**src/rtl/iheap_ram.sv**
```systemverilog
`timescale 1ns / 1ps
// ----------------------------------------------------------------------------
// iheap_ram
// Simple dual-port synchronous memory, one write and one registered read.
// ----------------------------------------------------------------------------
module iheap_ram #(
   parameter int WIDTH = 8,
   parameter int DEPTH = 2
) (
   input  logic                     clock,
   input  logic                     wr_en,
   input  logic [$clog2(DEPTH)-1:0] wr_addr,
   input  logic [WIDTH-1:0]         wr_data,
   input  logic [$clog2(DEPTH)-1:0] rd_addr,
   output logic [WIDTH-1:0]         rd_data
);

   logic [WIDTH-1:0] mem [DEPTH];

   always_ff @(posedge clock) begin
      if (wr_en) begin
         mem[wr_addr] <= wr_data;
      end
      rd_data <= mem[rd_addr];
   end

endmodule

```
**config.mk**
```make
export PLATFORM = sky130hd
export DESIGN_NAME = iheap_ram
export DESIGN_NICKNAME = d
export VERILOG_FILES = /design/src/rtl/iheap_ram.sv
export SDC_FILE = /design/constraint.sdc
export NUM_CORES = 1
export LEC_CHECK = 0
export BUFFER_PORTS_ARGS = -buffer_cell sky130_fd_sc_hd__buf_2
export CAP_MARGIN = 40
export CORE_UTILIZATION = 52
export DETAILED_ROUTE_END_ITERATION = 10
export PLACE_DENSITY = 0.84
export SKIP_CTS_REPAIR_TIMING = 1
export SYNTH_ARGS = -nofsm -noshare
export SYNTH_HDL_FRONTEND = slang
export SYNTH_SLANG_ARGS = --single-unit
```
**constraint.sdc**
```tcl
create_clock -name clock -period 1.52 [get_ports clock]
set_input_delay 0.304 -clock clock [delete_from_list [all_inputs] [get_ports clock]]
set_output_delay 0.304 -clock clock [all_outputs]
set_load 0.01 [all_outputs]
```
# == After elaboration in Yosys (flattened, before gate mapping) ==
# Memory sizes are Yosys's and may differ from the RTL's. A register that Yosys moved wholly into a read port is not among the register bits.
# Cells that the tools add are included.
# word_totals
reg_bits,0
ramBits,16
in_bits,12
elab_cells,3
n_memories,1
# memory_table
name,words,word_bits,rd,rd_clocked_by_memory_dff,wr,line_no,rtl
mem,2,8,1,1,1,18,logic [WIDTH-1:0] mem [DEPTH];
# op_classes
mux,2
# op_table
operator,n
$mux 1,2

# == Logic depth before layout (Yosys ltp) ==
# logic_depth
word_depth,2
ltp_mapped,2
depth_no_buf,1

# == Worst setup path before layout ==
# OpenSTA, ideal clock, no wires.
# synth_path
kind,in2reg
start,input port wr_en
end,"memory mem[0][0], enable pin"
setup_ps,373
arrival_time_ps,724
setup_slack_ps,423
path_stages,1
path_cell_list,nor2b_1
# synth_via
elab_chain_cells,2
# synth_rtl
element,line_no,rtl
start: declaration,11,"input logic wr_en,"
$mux 1,21,if (wr_en) begin
$mux 1 (not written as such),22,mem[wr_addr] <= wr_data;
end: declaration,18,
# No other way between the ends.

# == Final worst setup path ==
# layout_path
start,"register rd_data[0], read port of mem"
end,output port rd_data[0]
# layout_rtl
element,line_no,rtl
start: declaration,15,output logic [WIDTH-1:0] rd_data
# No word-level cell between the ends.

==> flow_summary.ini <==
[run_status]
status = finished clean

[global_route]
antenna_found_initial = 0
grt_pass1_vias = 347
grt_use_total = 0.1322
overflow = 0
grt_pass1_wl_um = 1345
grt_max_degree = 14

[power]
internal_power_uw = 896.2
power.leakage_nw = 0.3835
netSwitchingFraction = 0.1912
p_per_area_nw_per_um2 = 1203
power_mw = 1.108
pwr-share-clk = 0.231
p_seq_frac = 0.684
p_comb_frac = 0.085
ir_worst_vdd_v = 0.0007900
p_sw_uw = 211.9

[floorplanning]
die_w_um = 40.84
die_h_um = 40.84
core_um2 = 1350
fp.dieArea_um2 = 1668
start_util = 0.5811
placementRows = 13
pin_count = 20

[synthesis]
synth_nets = 47
synth_cell_types = 6
yosysWarnings = 0
ys_seq_elements = 24
syn-instance-count = 35
syn_area_um2 = 784.5
ys_seq_area_frac = 0.8166
avgSynthCellArea_um2 = 22.41

[detailed_routing]
firstDrtPassIters = 2
highest_layer = met3
finalWirelength_um = 864
wl_met3_um = 51
wl_met1_um = 341
wl_per_cell_um = 11.84
ant_nets = 0
initialDrtViolationCount = 7
via_count = 354
wl_met2_um = 470
routed_via_density = 4.849
drc_errors = 0

[finish]
n_antenna_cell = 0
final_cell_area_um2 = 920.9
nets = 71
layout-drive-gt1-share = 0.5345
syn_to_final_growth_pct = 17.38

[placed_design]
io_buffers = 19
postPlaceCellArea_um2 = 894.6
gp_congestion = 0.7074

[timing]
fmax_mhz = 964.9
finClkSkew_ns = 0.001669
finalSetupViolations = 0
drv_slew = 0
tns_ns = 0
finalHoldViolCount = 0
tightestPinTransition_ns = 0.3365
period_share = 0.6818
period_minus_slack_ns = 1.036
slew_headroom = 0.7757
rsz0062_at_grt = no

[clock_tree]
root_buffer = clkbuf_4
clock-sinks = 24
cts_buffer_depth = 2
cts_made_buffers = 3
cts_tree = built
cts_htree_levels = 1
clk_pin_slew_worst_paths_ns = 0.11
worstSkewPairLatency_ns = 0.29

[worst_setup_path]
end_kind = primary output
crit_chain = buf_2
start_kind = flop
critical_path_required_ns = 1.22
crit_family = flip-flops
critPathSlowestCell = dfxtp_1
path_buf_inv = 1
cp_max_fo = 1
arrival_ns = 0.73
max_stage_delay_ns = 0.32
worstSetupPathType = reg -> out

[flow_run]
maxCapViolCount = 0

[hold_path]
hold_path_class = in -> reg
[Yosys cell counts]
| cell type | n | share of area |
|---|---|---|
| edfxtp_1 | 16 | 0.61 |
| dfxtp_1 | 8 | 0.20 |
| mux2_4 | 8 | 0.15 |
| and2_1 | 1 | 0.0080 |
| buf_6 | 1 | 0.014 |
| nor2b_1 | 1 | 0.0080 |
[final cells by class]
type | instances | area, um^2
flip-flops and latches | 24 | 640.6
multi-input cells | 10 | 132.6
repair buffers | 20 | 102.6
clock inverters | 1 | 3.754
fillers | 96 | 429.2
well taps | 15 | 18.77
clock buffers | 3 | 22.52
[power groups by stage]
stage	combinational (mW)	sequential [mW]	clock, mW
6_report	0.0942	0.758	0.256
5_1_grt	0.104	0.765	0.288
4_1_cts	0.0953	0.759	0.262
3_5_place_dp	0.0953	0.774	0
3_3_place_gp	0.0933	0.771	0
2_1_floorplan	0.0449	0.783	0
[final timing paths]
path	from	to	slack [ns]	cells past startpoint
worst max register to register	mem[1][0]$_DFFE_PP_	rd_data[0]$_DFF_P_	0.76	1
worst min register to register	mem[0][1]$_DFFE_PP_	rd_data[1]$_DFF_P_	0.49	1
worst min-delay path	wr_data[7]	mem[1][7]$_DFFE_PP_	0.19	1
worst max-delay path	rd_data[0]$_DFF_P_	rd_data[0]	0.48	1
[state kept, by name (all words and copies together) (netlist names)]
name / cells
mem: 16
rd_data: 8
[cells in the final DEF (no fill, tap or decap)]
cell type | synthesis | routed
and2_1 | 1 | 1
mux2_4 | 8 | 8
nor2b_1 | 1 | 1
buf_2 | 0 | 19
dfxtp_1 | 8 | 8
edfxtp_1 | 16 | 16
buf_4 | 0 | 1
clkbuf_4 | 0 | 3
clkinv_1 | 0 | 1
[logic make-up after synthesis]
family | synth area share
DFF | 0.8166
muxes | 0.1531
and+or+nand+nor | 0.01596
buffers and inverters | 0.01435
[per-stage QoR]
stage               std cells    util  setup slack (ns)  hold WS (ns)
detailed placement         69  0.6627            0.4587        0.4595
global route               73  0.6821            0.4156        0.1713
CTS                        73  0.6821            0.4734        0.1885
global placement           69  0.6627            0.4696        0.4541
finish                     73  0.6821            0.4836        0.1917
floorplan                  35       -            0.4226        0.4029
[layer usage]
layer | vias up | track usage
met2 | 15 | 0.2383
met4 | 0 | 0.04167
li1 | 177 | -
met5 | - | 0
met1 | 162 | 0.1365
met3 | 0 | 0.05435
(Power assumes the default switching activity.)
